### config.mk
export PLATFORM = sky130hd
export DESIGN_NAME = mod_sample_relocator
export DESIGN_NICKNAME = d
export VERILOG_FILES = /design/src/hw/rtl/msr_pkg.sv /design/src/hw/rtl/msr_cfg_regs.sv /design/src/hw/rtl/msr_in_reg.sv /design/src/hw/rtl/msr_core.sv /design/src/hw/rtl/mod_sample_relocator.sv
export SDC_FILE = /design/constraint.sdc
export NUM_CORES = 1
export LEC_CHECK = 0
export BUFFER_PORTS_ARGS = -buffer_cell sky130_fd_sc_hd__buf_2
export CELL_PAD_IN_SITES_DETAIL_PLACEMENT = 0
export CELL_PAD_IN_SITES_GLOBAL_PLACEMENT = 1
export CORE_UTILIZATION = 52
export CTS_BUF_LIST = sky130_fd_sc_hd__clkbuf_8
export CTS_CLUSTER_SIZE = 24
export DETAILED_ROUTE_END_ITERATION = 6
export HOLD_SLACK_MARGIN = 0.02
export PLACE_DENSITY_LB_ADDON = 0.1
export RECOVER_POWER = 25
export SYNTH_ARGS = -nofsm -noshare
export SYNTH_HDL_FRONTEND = slang
export SYNTH_SLANG_ARGS = --single-unit
### constraint.sdc
create_clock -name clk_i -period 29.4 [get_ports clk_i]
set_input_delay 5.88 -clock clk_i [delete_from_list [all_inputs] [get_ports clk_i]]
set_output_delay 5.88 -clock clk_i [all_outputs]
set_load 0.03 [all_outputs]
### src/hw/rtl/msr_pkg.sv
// msr_pkg: shared types and constants for the sample relocator
// holds config, header and result structs, register indexes and status codes
// no dependencies
package msr_pkg;

  // card and file position width
  localparam int unsigned AddrBits = 24;
  // working width for position math, wide enough that no sum overflows
  localparam int unsigned CalcBits = (AddrBits > 24) ? AddrBits + 2 : 26;

  localparam int unsigned CfgIdxBits = 3;
  localparam int unsigned CfgDataBits = 24;

  localparam logic [7:0] FinetuneMask = 8'h0F;
  localparam logic [7:0] VolumeMax = 8'd64;

  // configuration register indexes
  typedef enum logic [CfgIdxBits-1:0] {
    REG_FILE_SIZE         = 3'd0,
    REG_SAMPLE_DATA_START = 3'd1,
    REG_RAM_SIZE          = 3'd2,
    REG_DEST_BASE         = 3'd3,
    REG_NULL_LOOP_ADDRESS = 3'd4,
    REG_FIFTEEN_MODE      = 3'd5
  } cfg_idx_e;

  // result status codes
  typedef enum logic [1:0] {
    ST_OK      = 2'd0,
    ST_NO_FIT  = 2'd1,
    ST_ABORTED = 2'd2
  } status_e;

  typedef struct packed {
    logic [23:0] file_size;
    logic [23:0] sample_data_start;
    logic [23:0] ram_size;
    logic [23:0] dest_base;
    logic [23:0] null_loop_address;
    logic        fifteen_sample_mode;
  } cfg_t;

  typedef struct packed {
    logic        first_sample;
    logic [15:0] length_words;
    logic [7:0]  finetune_byte;
    logic [7:0]  volume_byte;
    logic [15:0] loop_offset_raw;
    logic [15:0] loop_length_words;
  } header_t;

  typedef struct packed {
    logic [23:0] sample_address;
    logic [15:0] length_out_words;
    logic [23:0] loop_address;
    logic [15:0] loop_length_out;
    logic [3:0]  finetune;
    logic [6:0]  volume;
    logic [23:0] source_offset;
    logic [16:0] copy_bytes;
    logic        truncated;
    status_e     status;
    logic [23:0] bytes_used;
  } result_t;

endpackage

### src/hw/rtl/msr_cfg_regs.sv
// msr_cfg_regs: configuration register file of the sample relocator
// write-only registers with their reset values; uses msr_pkg
module msr_cfg_regs (
  input  logic                            clk_i,
  input  logic                            rst_ni,
  input  logic                            cfg_we_i,
  input  logic [msr_pkg::CfgIdxBits-1:0]  cfg_index_i,
  input  logic [msr_pkg::CfgDataBits-1:0] cfg_wdata_i,
  output msr_pkg::cfg_t                   cfg_o
);
  import msr_pkg::*;

  cfg_t cfg_q;

  // register writes, unknown indexes ignored
  always_ff @(posedge clk_i or negedge rst_ni) begin
    if (!rst_ni) begin
      cfg_q.file_size           <= 24'd0;
      cfg_q.sample_data_start   <= 24'd1084;
      cfg_q.ram_size            <= 24'd524288;
      cfg_q.dest_base           <= 24'd2;
      cfg_q.null_loop_address   <= 24'd0;
      cfg_q.fifteen_sample_mode <= 1'b0;
    end else if (cfg_we_i) begin
      case (cfg_idx_e'(cfg_index_i))
        REG_FILE_SIZE:         cfg_q.file_size           <= cfg_wdata_i;
        REG_SAMPLE_DATA_START: cfg_q.sample_data_start   <= cfg_wdata_i;
        REG_RAM_SIZE:          cfg_q.ram_size            <= cfg_wdata_i;
        REG_DEST_BASE:         cfg_q.dest_base           <= cfg_wdata_i;
        REG_NULL_LOOP_ADDRESS: cfg_q.null_loop_address   <= cfg_wdata_i;
        REG_FIFTEEN_MODE:      cfg_q.fifteen_sample_mode <= cfg_wdata_i[0];
        default: ;
      endcase
    end
  end

  assign cfg_o = cfg_q;

endmodule

### src/hw/rtl/msr_in_reg.sv
// msr_in_reg: input register of the sample relocator
// captures one header request and holds it until the core takes it; uses msr_pkg
module msr_in_reg (
  input  logic             clk_i,
  input  logic             rst_ni,
  input  logic             in_valid_i,
  output logic             in_stall_o,
  input  msr_pkg::header_t hdr_i,
  input  logic             core_ready_i,
  output logic             hdr_valid_o,
  output msr_pkg::header_t hdr_o
);
  import msr_pkg::*;

  logic    valid_q;
  header_t hdr_q;
  logic    take;
  logic    accept;

  // the core consumes the held request when its result slot frees up
  assign take       = valid_q && core_ready_i;
  assign in_stall_o = valid_q && !core_ready_i;
  assign accept     = in_valid_i && !in_stall_o;

  // valid flag
  always_ff @(posedge clk_i or negedge rst_ni) begin
    if (!rst_ni) begin
      valid_q <= 1'b0;
    end else if (accept) begin
      valid_q <= 1'b1;
    end else if (take) begin
      valid_q <= 1'b0;
    end
  end

  // payload
  always_ff @(posedge clk_i) begin
    if (accept) begin
      hdr_q <= hdr_i;
    end
  end

  assign hdr_valid_o = valid_q;
  assign hdr_o       = hdr_q;

endmodule

### src/hw/rtl/msr_core.sv
// msr_core: relocation logic, running positions and result register
// one header per cycle when not stalled, input register to result register; uses msr_pkg
module msr_core (
  input  logic             clk_i,
  input  logic             rst_ni,
  input  msr_pkg::cfg_t    cfg_i,
  input  logic             hdr_valid_i,
  input  msr_pkg::header_t hdr_i,
  output logic             core_ready_o,
  output logic             out_valid_o,
  input  logic             out_stall_i,
  output msr_pkg::result_t res_o
);
  import msr_pkg::*;

  // running state
  logic [AddrBits-1:0] src_q, src_d;
  logic [AddrBits-1:0] dst_q, dst_d;
  logic                trunc_q, trunc_d;
  logic                abort_q, abort_d;
  logic                out_valid_q;
  result_t             res_q, res_d;
  logic                take;

  // effective state on entry
  logic [CalcBits-1:0] sds_w, dbase_w;
  logic [AddrBits-1:0] src_e, dst_e;
  logic                trunc_e, abort_e;
  logic [CalcBits-1:0] src_w, dst_w, fs_w, ram_w, avail_w;

  // length and fit
  logic [16:0]         req_bytes, bytes;
  logic                trunc_now;
  logic [CalcBits-1:0] dst_sum, src_sum;
  logic                no_fit;

  // loop
  logic [16:0]         loff, rem;
  logic [17:0]         loop_end;
  logic                no_loop, loop_past;
  logic [15:0]         rlen_cut;
  logic [CalcBits-1:0] loop_sum;

  assign core_ready_o = !out_valid_q || !out_stall_i;
  assign take         = hdr_valid_i && core_ready_o;

  // state on entry, restarted by the first sample of a module
  assign sds_w   = CalcBits'(cfg_i.sample_data_start);
  assign dbase_w = CalcBits'(cfg_i.dest_base);
  assign src_e   = hdr_i.first_sample ? sds_w[AddrBits-1:0] : src_q;
  assign dst_e   = hdr_i.first_sample ? dbase_w[AddrBits-1:0] : dst_q;
  assign trunc_e = hdr_i.first_sample ? 1'b0 : trunc_q;
  assign abort_e = hdr_i.first_sample ? 1'b0 : abort_q;

  assign src_w = CalcBits'(src_e);
  assign dst_w = CalcBits'(dst_e);
  assign fs_w  = CalcBits'(cfg_i.file_size);
  assign ram_w = CalcBits'(cfg_i.ram_size);

  // clamp to the file bytes left
  assign avail_w   = (src_w < fs_w) ? (fs_w - src_w) : '0;
  assign req_bytes = {hdr_i.length_words, 1'b0};
  assign trunc_now = CalcBits'(req_bytes) > avail_w;
  assign bytes     = trunc_now ? avail_w[16:0] : req_bytes;

  // card ram fit check at full precision
  assign dst_sum = dst_w + CalcBits'(bytes);
  assign src_sum = src_w + CalcBits'(bytes);
  assign no_fit  = dst_sum > ram_w;

  // loop start in bytes, then empty and past-end checks
  assign loff = cfg_i.fifteen_sample_mode ? {1'b0, hdr_i.loop_offset_raw[15:1], 1'b0}
                                          : {hdr_i.loop_offset_raw, 1'b0};
  assign no_loop   = (hdr_i.loop_length_words <= 16'd1) || (loff >= bytes);
  assign loop_end  = {1'b0, loff} + {1'b0, hdr_i.loop_length_words, 1'b0};
  assign loop_past = loop_end > {1'b0, bytes};
  assign rem       = bytes - loff;
  assign rlen_cut  = loop_past ? rem[16:1] : hdr_i.loop_length_words;
  assign loop_sum  = dst_w + CalcBits'(loff);

  // result and next state
  always_comb begin
    src_d   = src_e;
    dst_d   = dst_e;
    trunc_d = trunc_e;
    abort_d = abort_e;

    res_d.sample_address   = dst_w[23:0];
    res_d.source_offset    = src_w[23:0];
    res_d.length_out_words = 16'd0;
    res_d.loop_address     = cfg_i.null_loop_address;
    res_d.loop_length_out  = 16'd1;
    res_d.finetune         = 4'd0;
    res_d.volume           = 7'd0;
    res_d.copy_bytes       = 17'd0;
    res_d.status           = ST_ABORTED;

    if (!abort_e) begin
      trunc_d = trunc_e || trunc_now;
      if (no_fit) begin
        abort_d      = 1'b1;
        res_d.status = ST_NO_FIT;
      end else begin
        res_d.status           = ST_OK;
        res_d.length_out_words = bytes[16:1];
        res_d.finetune         = 4'(hdr_i.finetune_byte & FinetuneMask);
        res_d.volume           = (hdr_i.volume_byte > VolumeMax) ? VolumeMax[6:0]
                                                                 : hdr_i.volume_byte[6:0];
        res_d.copy_bytes       = bytes;
        if (!no_loop) begin
          res_d.loop_address    = loop_sum[23:0];
          res_d.loop_length_out = (rlen_cut == 16'd0) ? 16'd1 : rlen_cut;
        end
        src_d = src_sum[AddrBits-1:0];
        dst_d = dst_sum[AddrBits-1:0];
      end
    end

    res_d.truncated  = trunc_d;
    res_d.bytes_used = dst_d - cfg_i.dest_base;
  end

  // control state
  always_ff @(posedge clk_i or negedge rst_ni) begin
    if (!rst_ni) begin
      src_q       <= '0;
      dst_q       <= '0;
      trunc_q     <= 1'b0;
      abort_q     <= 1'b0;
      out_valid_q <= 1'b0;
    end else begin
      if (take) begin
        src_q       <= src_d;
        dst_q       <= dst_d;
        trunc_q     <= trunc_d;
        abort_q     <= abort_d;
        out_valid_q <= 1'b1;
      end else if (!out_stall_i) begin
        out_valid_q <= 1'b0;
      end
    end
  end

  // result register
  always_ff @(posedge clk_i) begin
    if (take) begin
      res_q <= res_d;
    end
  end

  assign out_valid_o = out_valid_q;
  assign res_o       = res_q;

endmodule

### src/hw/rtl/mod_sample_relocator.sv
// mod_sample_relocator: places tracker sample headers into card sample RAM
//
// Usage:
//   Input channel (in_valid_i / in_stall_o) carries one sample header request.
//   Output channel (out_valid_o / out_stall_i) returns one result per header:
//   card and file addresses, clamped length, loop address and length,
//   finetune, volume, sticky truncation flag, status and card bytes used.
//   A request moves when valid is high and stall is low at a clock edge.
//   An accepted request is held in the input register, then passes through
//   the relocation logic into the result register, where it can be taken.
//   Throughput is one header per cycle while the receiver does not stall;
//   the running positions are updated in the same cycle that computes a
//   header, so consecutive headers chain. When the receiver stalls, the
//   result register holds, the input register fills, and then in_stall_o
//   rises until the result is taken. Reset (rst_ni low) clears positions
//   and flags, empties both registers and loads the configuration defaults.
//   Configuration is written through cfg_we_i / cfg_index_i / cfg_wdata_i
//   while the block is idle; the user must ensure this, it is not enforced.
// Depends on msr_pkg, msr_cfg_regs, msr_in_reg, msr_core.
module mod_sample_relocator (
  input  logic                            clk_i,
  input  logic                            rst_ni,
  // configuration write port
  input  logic                            cfg_we_i,
  input  logic [msr_pkg::CfgIdxBits-1:0]  cfg_index_i,
  input  logic [msr_pkg::CfgDataBits-1:0] cfg_wdata_i,
  // header input
  input  logic                            in_valid_i,
  output logic                            in_stall_o,
  input  logic                            first_sample_i,
  input  logic [15:0]                     length_words_i,
  input  logic [7:0]                      finetune_byte_i,
  input  logic [7:0]                      volume_byte_i,
  input  logic [15:0]                     loop_offset_raw_i,
  input  logic [15:0]                     loop_length_words_i,
  // result output
  output logic                            out_valid_o,
  input  logic                            out_stall_i,
  output logic [23:0]                     sample_address_o,
  output logic [15:0]                     length_out_words_o,
  output logic [23:0]                     loop_address_o,
  output logic [15:0]                     loop_length_out_o,
  output logic [3:0]                      finetune_o,
  output logic [6:0]                      volume_o,
  output logic [23:0]                     source_offset_o,
  output logic [16:0]                     copy_bytes_o,
  output logic                            truncated_o,
  output logic [1:0]                      status_o,
  output logic [23:0]                     bytes_used_o
);
  import msr_pkg::*;

  cfg_t    cfg;
  header_t hdr_in;
  header_t hdr;
  logic    hdr_valid;
  logic    core_ready;
  result_t res;

  // pack the header request
  assign hdr_in.first_sample      = first_sample_i;
  assign hdr_in.length_words      = length_words_i;
  assign hdr_in.finetune_byte     = finetune_byte_i;
  assign hdr_in.volume_byte       = volume_byte_i;
  assign hdr_in.loop_offset_raw   = loop_offset_raw_i;
  assign hdr_in.loop_length_words = loop_length_words_i;

  msr_cfg_regs u_cfg_regs (
    .clk_i       (clk_i),
    .rst_ni      (rst_ni),
    .cfg_we_i    (cfg_we_i),
    .cfg_index_i (cfg_index_i),
    .cfg_wdata_i (cfg_wdata_i),
    .cfg_o       (cfg)
  );

  msr_in_reg u_in_reg (
    .clk_i        (clk_i),
    .rst_ni       (rst_ni),
    .in_valid_i   (in_valid_i),
    .in_stall_o   (in_stall_o),
    .hdr_i        (hdr_in),
    .core_ready_i (core_ready),
    .hdr_valid_o  (hdr_valid),
    .hdr_o        (hdr)
  );

  msr_core u_core (
    .clk_i        (clk_i),
    .rst_ni       (rst_ni),
    .cfg_i        (cfg),
    .hdr_valid_i  (hdr_valid),
    .hdr_i        (hdr),
    .core_ready_o (core_ready),
    .out_valid_o  (out_valid_o),
    .out_stall_i  (out_stall_i),
    .res_o        (res)
  );

  // unpack the result
  assign sample_address_o   = res.sample_address;
  assign length_out_words_o = res.length_out_words;
  assign loop_address_o     = res.loop_address;
  assign loop_length_out_o  = res.loop_length_out;
  assign finetune_o         = res.finetune;
  assign volume_o           = res.volume;
  assign source_offset_o    = res.source_offset;
  assign copy_bytes_o       = res.copy_bytes;
  assign truncated_o        = res.truncated;
  assign status_o           = res.status;
  assign bytes_used_o       = res.bytes_used;

endmodule
[After elaboration in Yosys (flattened, before gate mapping)]
Cells that the tools add are included.
W data, S select, Z words.
Word-level totals
  bits in registers: 393
  logic and storage cells: 97
Cells by class
  muxes and demuxes: 25
  equal/unequal tests: 6
  reductions and logical operators: 22
  magnitude comparators: 7
  $add $sub $neg: 7
Operator list (count)
  $mux W24: 6
  $mux W51: 2
  $add A24 B17 Y24: 2
  $mux W40: 1
  $mux W17: 2
  $mux W16: 2
  $gt A17 B26 Y1: 1
  $gt A26 B24 Y1: 1
  $mux W26: 1
  $add A24 B17 Y25: 1
  $sub A24 B24 Y25: 1
  $lt A24 B24 Y1: 1
  $sub A24 B24 Y24: 1
  $add A17 B17 Y18: 1
  $gt A18 B17 Y1: 1
  $ge A17 B17 Y1: 1
  $sub A17 B17 Y17: 1
  $le A16 B1 Y1 const B: 1
  $logic_not A16 Y1: 1
  $reduce_and A2 Y1: 6
  $mux W1: 10
  $gt A8 B7 Y1 const B: 1
  $mux W7: 1
  $eq A3 B2 Y1 const B: 2
  other kinds (11): 19

[Longest topological paths before layout]
  depth after elaboration: 12
  depth in mapped cells: 62
  mapped depth without buffers: 53

[Cells and area by module]
A second synthesis with hierarchy kept.
Second synthesis, totals
  cell total of the unflattened synthesis: 2170
  area total of the unflattened synthesis: 23396.2 um2
By module, submodules not included
  msr_core: times used 1, area each 16777.3 um2, cells each 1839
  msr_cfg_regs: times used 1, area each 4609.4 um2, cells each 261
  msr_in_reg: times used 1, area each 2009.4 um2, cells each 70

[Worst setup path before layout]
OpenSTA, ideal clock, no wires.
  path kind: input to output
  start: in out_stall_i
  end: out in_stall_o
  arrival: 6.193 ns
  buffers on the path: 0
  cell stages on the path: 2
  path slack: 17.327 ns
  cell sequence: nand3_1 -> inv_1
Between the ends
  longest elaborated chain between the ends: 4
RTL lines
  start: declaration: RTL line mod_sample_relocator.sv:38  | input logic out_stall_i,
  $logic_not A1 Y1: RTL line msr_core.sv:44  | assign core_ready_o = !out_valid_q || !out_stall_i;
  $logic_or A1 B1 Y1: RTL line msr_core.sv:44
  $logic_not A1 Y1: RTL line msr_in_reg.sv:22  | assign in_stall_o = valid_q && !core_ready_i;
  $logic_and A1 B1 Y1: RTL line msr_in_reg.sv:22
  end: declaration: RTL line mod_sample_relocator.sv:29  | output logic in_stall_o,
Every way passes these cells.

==> results.yml <==
run_status:
  status: "complete, but fails checks"
  violations: "max-capacitance violations, max-slew violations"
synth:
  synth_edf_count: 204
  syn_nets: 2429
  ys_types: 82
  yosysTopAreaCell: "edfxtp_1"
  synthFlopType: "edfxtp_1"
  synth_cells: 2139
  synth.area.top_cells: "edfxtp_1 27%, dfrtp_1 18%, ha_1 10%"
  async_flop_share_pct: 45.9
  synth_top_area_share_pct: 26.5
  syn_area_per_cell_um2: 10.8
  synth_warnings: 0
  synth_area_um2: 23100
  ys_seq_area_share_pct: 45.3
  ys_ff_latch: 377
timing:
  fin_worst_skew_ns: 0.0308
  timing.fmax_mhz: 62.8
  hold_viol: 0
  fin_setup_tns_ns: 0
  worstMarginPinSlew_ns: 3.27
  slew_viol_final: 323
  setup_viol: 0
  rsz0062_at_grt: "false"
  hold_ws_ns: 0.468
  fin_crit_ns: 15.92
  period_share_pct: 54.1
  maxSlewHeadroom_pct: -118
finish:
  multi_input_comb_area_um2: 11600
  final_common_cell: "buf_2"
  final_nets: 2698
  final_cell_mix: "249 x buf_2, 204 x edfxtp_1, 193 x inv_1"
  fin_area_um2: 26200
  drive_above_1_share_pct: 21.7
  regArea_um2: 10500
  syn_to_final_growth_pct: 13.4
  fillerInstances: 3725
  fin_cells: 3051
global_route:
  busiest_layer: "met2"
  gr-total-overflow: 0
  grt_pass1_vias: 16747
  grt_start_max_net_pins: 96
  grt_pass1_wl_mm: 98.1
  antenna_found_initial: 3
  use_met3_pct: 5.38
  grtUsageMet1_pct: 40.0
  met2_usage_pct: 47.1
  gr-usage-all-layers_pct: 29.1
worst_setup_path:
  crit_arrival_ns: 16.31
  critPathTopFamily: "compound AO/OA/AOI/OAI gates"
  critPathKind: "reg2reg"
  cp_num_buf_inv: 8
  worstSetupStartpointType: "register"
  crit_cells: 55
  crit_path_top_delay_cell: "clkbuf_1"
  cp.required_ns: 29.79
  max_stage_delay_ns: 1.54
  r2r_cells: 55
  cpMostUsedCell: "a21oi_1"
  end_kind: "register"
  crit_path_max_fanout: 60
detailed_routing:
  detail-route-antenna-nets: 0
  routed_via_density: 5.74
  wl_per_cell_um: 21.6
  vias: 17503
  drtIter0Drc: 1330
  detail_route.first_pass.iterations: 6
  finalWirelength_mm: 65.8
  drc: 0
run:
  drv_cap: 9
power_and_ir_drop:
  p_sw_share_pct: 46.2
  p_comb_share_pct: 62.7
  clockPowerShare_pct: 13.8
  ir_worst_vdd_mv: 0.0777
  switching_power_mw: 1.63
  power.leakage_nw: 11.8
  sequentialPowerShare_pct: 23.6
  p_int_mw: 1.90
  powerDensity_nw_per_um2: 135
clock_network:
  cts-root-buf: "clkbuf_8"
  cts_resized: 0
  clock_latency_ns: 0.65
  cts.sinks: 377
  cts_tree: "yes"
  post_cts_buffers: 0
  hold_buffers: 0
  clock_path_buffers: 3
  cts_buffers: 69
  clkTransAtPathRegs_ns: 0.06
  htreeDepth: 3
placement:
  port_buffers: 253
  gp_congestion: 0.920
  place_inst: 2922
  hpwl_mm: 49.1
  place_area_um2: 24900
die:
  core-area_um2: 43500
  die_x_um: 213
  die_h_um: 213
  rows: 76
  initial_utilization_pct: 53.1
  ios: 258
  die_area_um2: 45300
worst_hold_path:
  holdPathStages: 2
  holdCritPathClass: "reg2reg"
-- final timing paths --
check	end	slack [ns]	startpoint
setup / recovery	u_core.res_o[22]	13.48	u_in_reg.hdr_o[64]
hold / removal	u_core.dst_q[8]	0.47	u_core.dst_q[8]
setup reg to reg	u_core.res_o[22]	13.48	u_in_reg.hdr_o[64]
hold reg to reg	u_core.dst_q[8]	0.47	u_core.dst_q[8]
max in group asynchronous	u_cfg_regs.cfg_o[2]	18.50	rst_ni
min in group asynchronous	u_core.src_q[20]	6.27	rst_ni
-- Yosys cell counts, types with 5 or more instances --
master,n
a21o_1,42
mux2_4,21
inv_1,164
a31o_2,5
fa_1,7
dfstp_2,7
or2_2,6
o31ai_1,7
nor2_1,97
and2_1,31
o21bai_1,24
or4_1,5
o21ai_0,137
o21ai_1,6
mux2_2,153
xor2_1,31
mux2i_1,35
a21oi_1,126
ha_1,186
a22o_1,27
dfrtp_1,166
nand3_1,29
xnor2_1,98
a31oi_1,8
a21boi_0,5
nand2b_1,15
and3_1,18
o21a_1,23
buf_4,19
a211oi_1,19
nand2_1,172
clkbuf_1,38
nand4_1,22
edfxtp_1,204
o211ai_1,25
nor4_1,10
o2111ai_1,7
nor3_1,37
buf_2,12
nor2b_1,14
-- cell type report --
class,instances,share of cell area [%]
diodes,1,0.00956
clock buffers,79,4.15
clock inverters,49,0.975
inverters,165,2.38
multi-input cells,1520,44.4
flip-flops and latches,377,40.0
well taps,585,2.80
repair buffers,275,5.33
-- cell families (layout without fill, tap and decap cells) --
group / count (synthesis) / after routing / synth area share [%]
AO/OA/AOI/OAI: 508 / 508 / 14.3
AND/OR/NAND/NOR: 480 / 480 / 9.97
flip-flops: 377 / 377 / 45.3
buffers and inverters: 242 / 568 / 4.44
multiplexers: 209 / 209 / 10.3
adder cells (fa/ha/maj): 193 / 193 / 10.7
XOR/XNOR: 130 / 130 / 4.99
other: 0 / 1 / 0
-- sequential cells by signal, summed over array words and instances (netlist names) --
name,count
u_core.src_q,24
u_in_reg.hdr_o,61
u_core.abort_q,1
u_cfg_regs.cfg_o,121
u_core.out_valid_o,1
u_in_reg.hdr_valid_o,1
u_core.dst_q,24
u_core.trunc_q,1
u_core.res_o,143
-- power groups by stage --
stage | combinational [mW] | sequential (mW) | clock, mW
after floorplan | 1.52 | 0.962 | 0
after global placement | 2.16 | 0.836 | 0
after detailed placement | 2.18 | 0.841 | 0
after CTS | 2.20 | 0.833 | 0.496
after global routing | 2.42 | 0.848 | 0.517
final | 2.21 | 0.831 | 0.485
-- routing by layer --
metal	routed length (um)	vias up
li1	-	8319
met2	30800	561
met3	4340	86
met5	0	-
met1	29200	8537
met4	1420	0
-- through the flow --
step | setup slack (ns) | util [%] | power, mW
after global routing | 12.38 | 60.2 | 3.78
final | 13.48 | 60.3 | 3.53
after global placement | 14.79 | 57.3 | 3.00
after CTS | 14.75 | 60.4 | 3.53
after floorplan | 17.33 | - | 2.49
after detailed placement | 14.82 | 57.3 | 3.03
-- worst min-delay path, cell delays in order (launching register included) --
cell,delay (ns)
dfrtp_1,0.33
nand2_1,0.05
nand2_1,0.05
No activity file was read; power rests on OpenSTA's default activity.
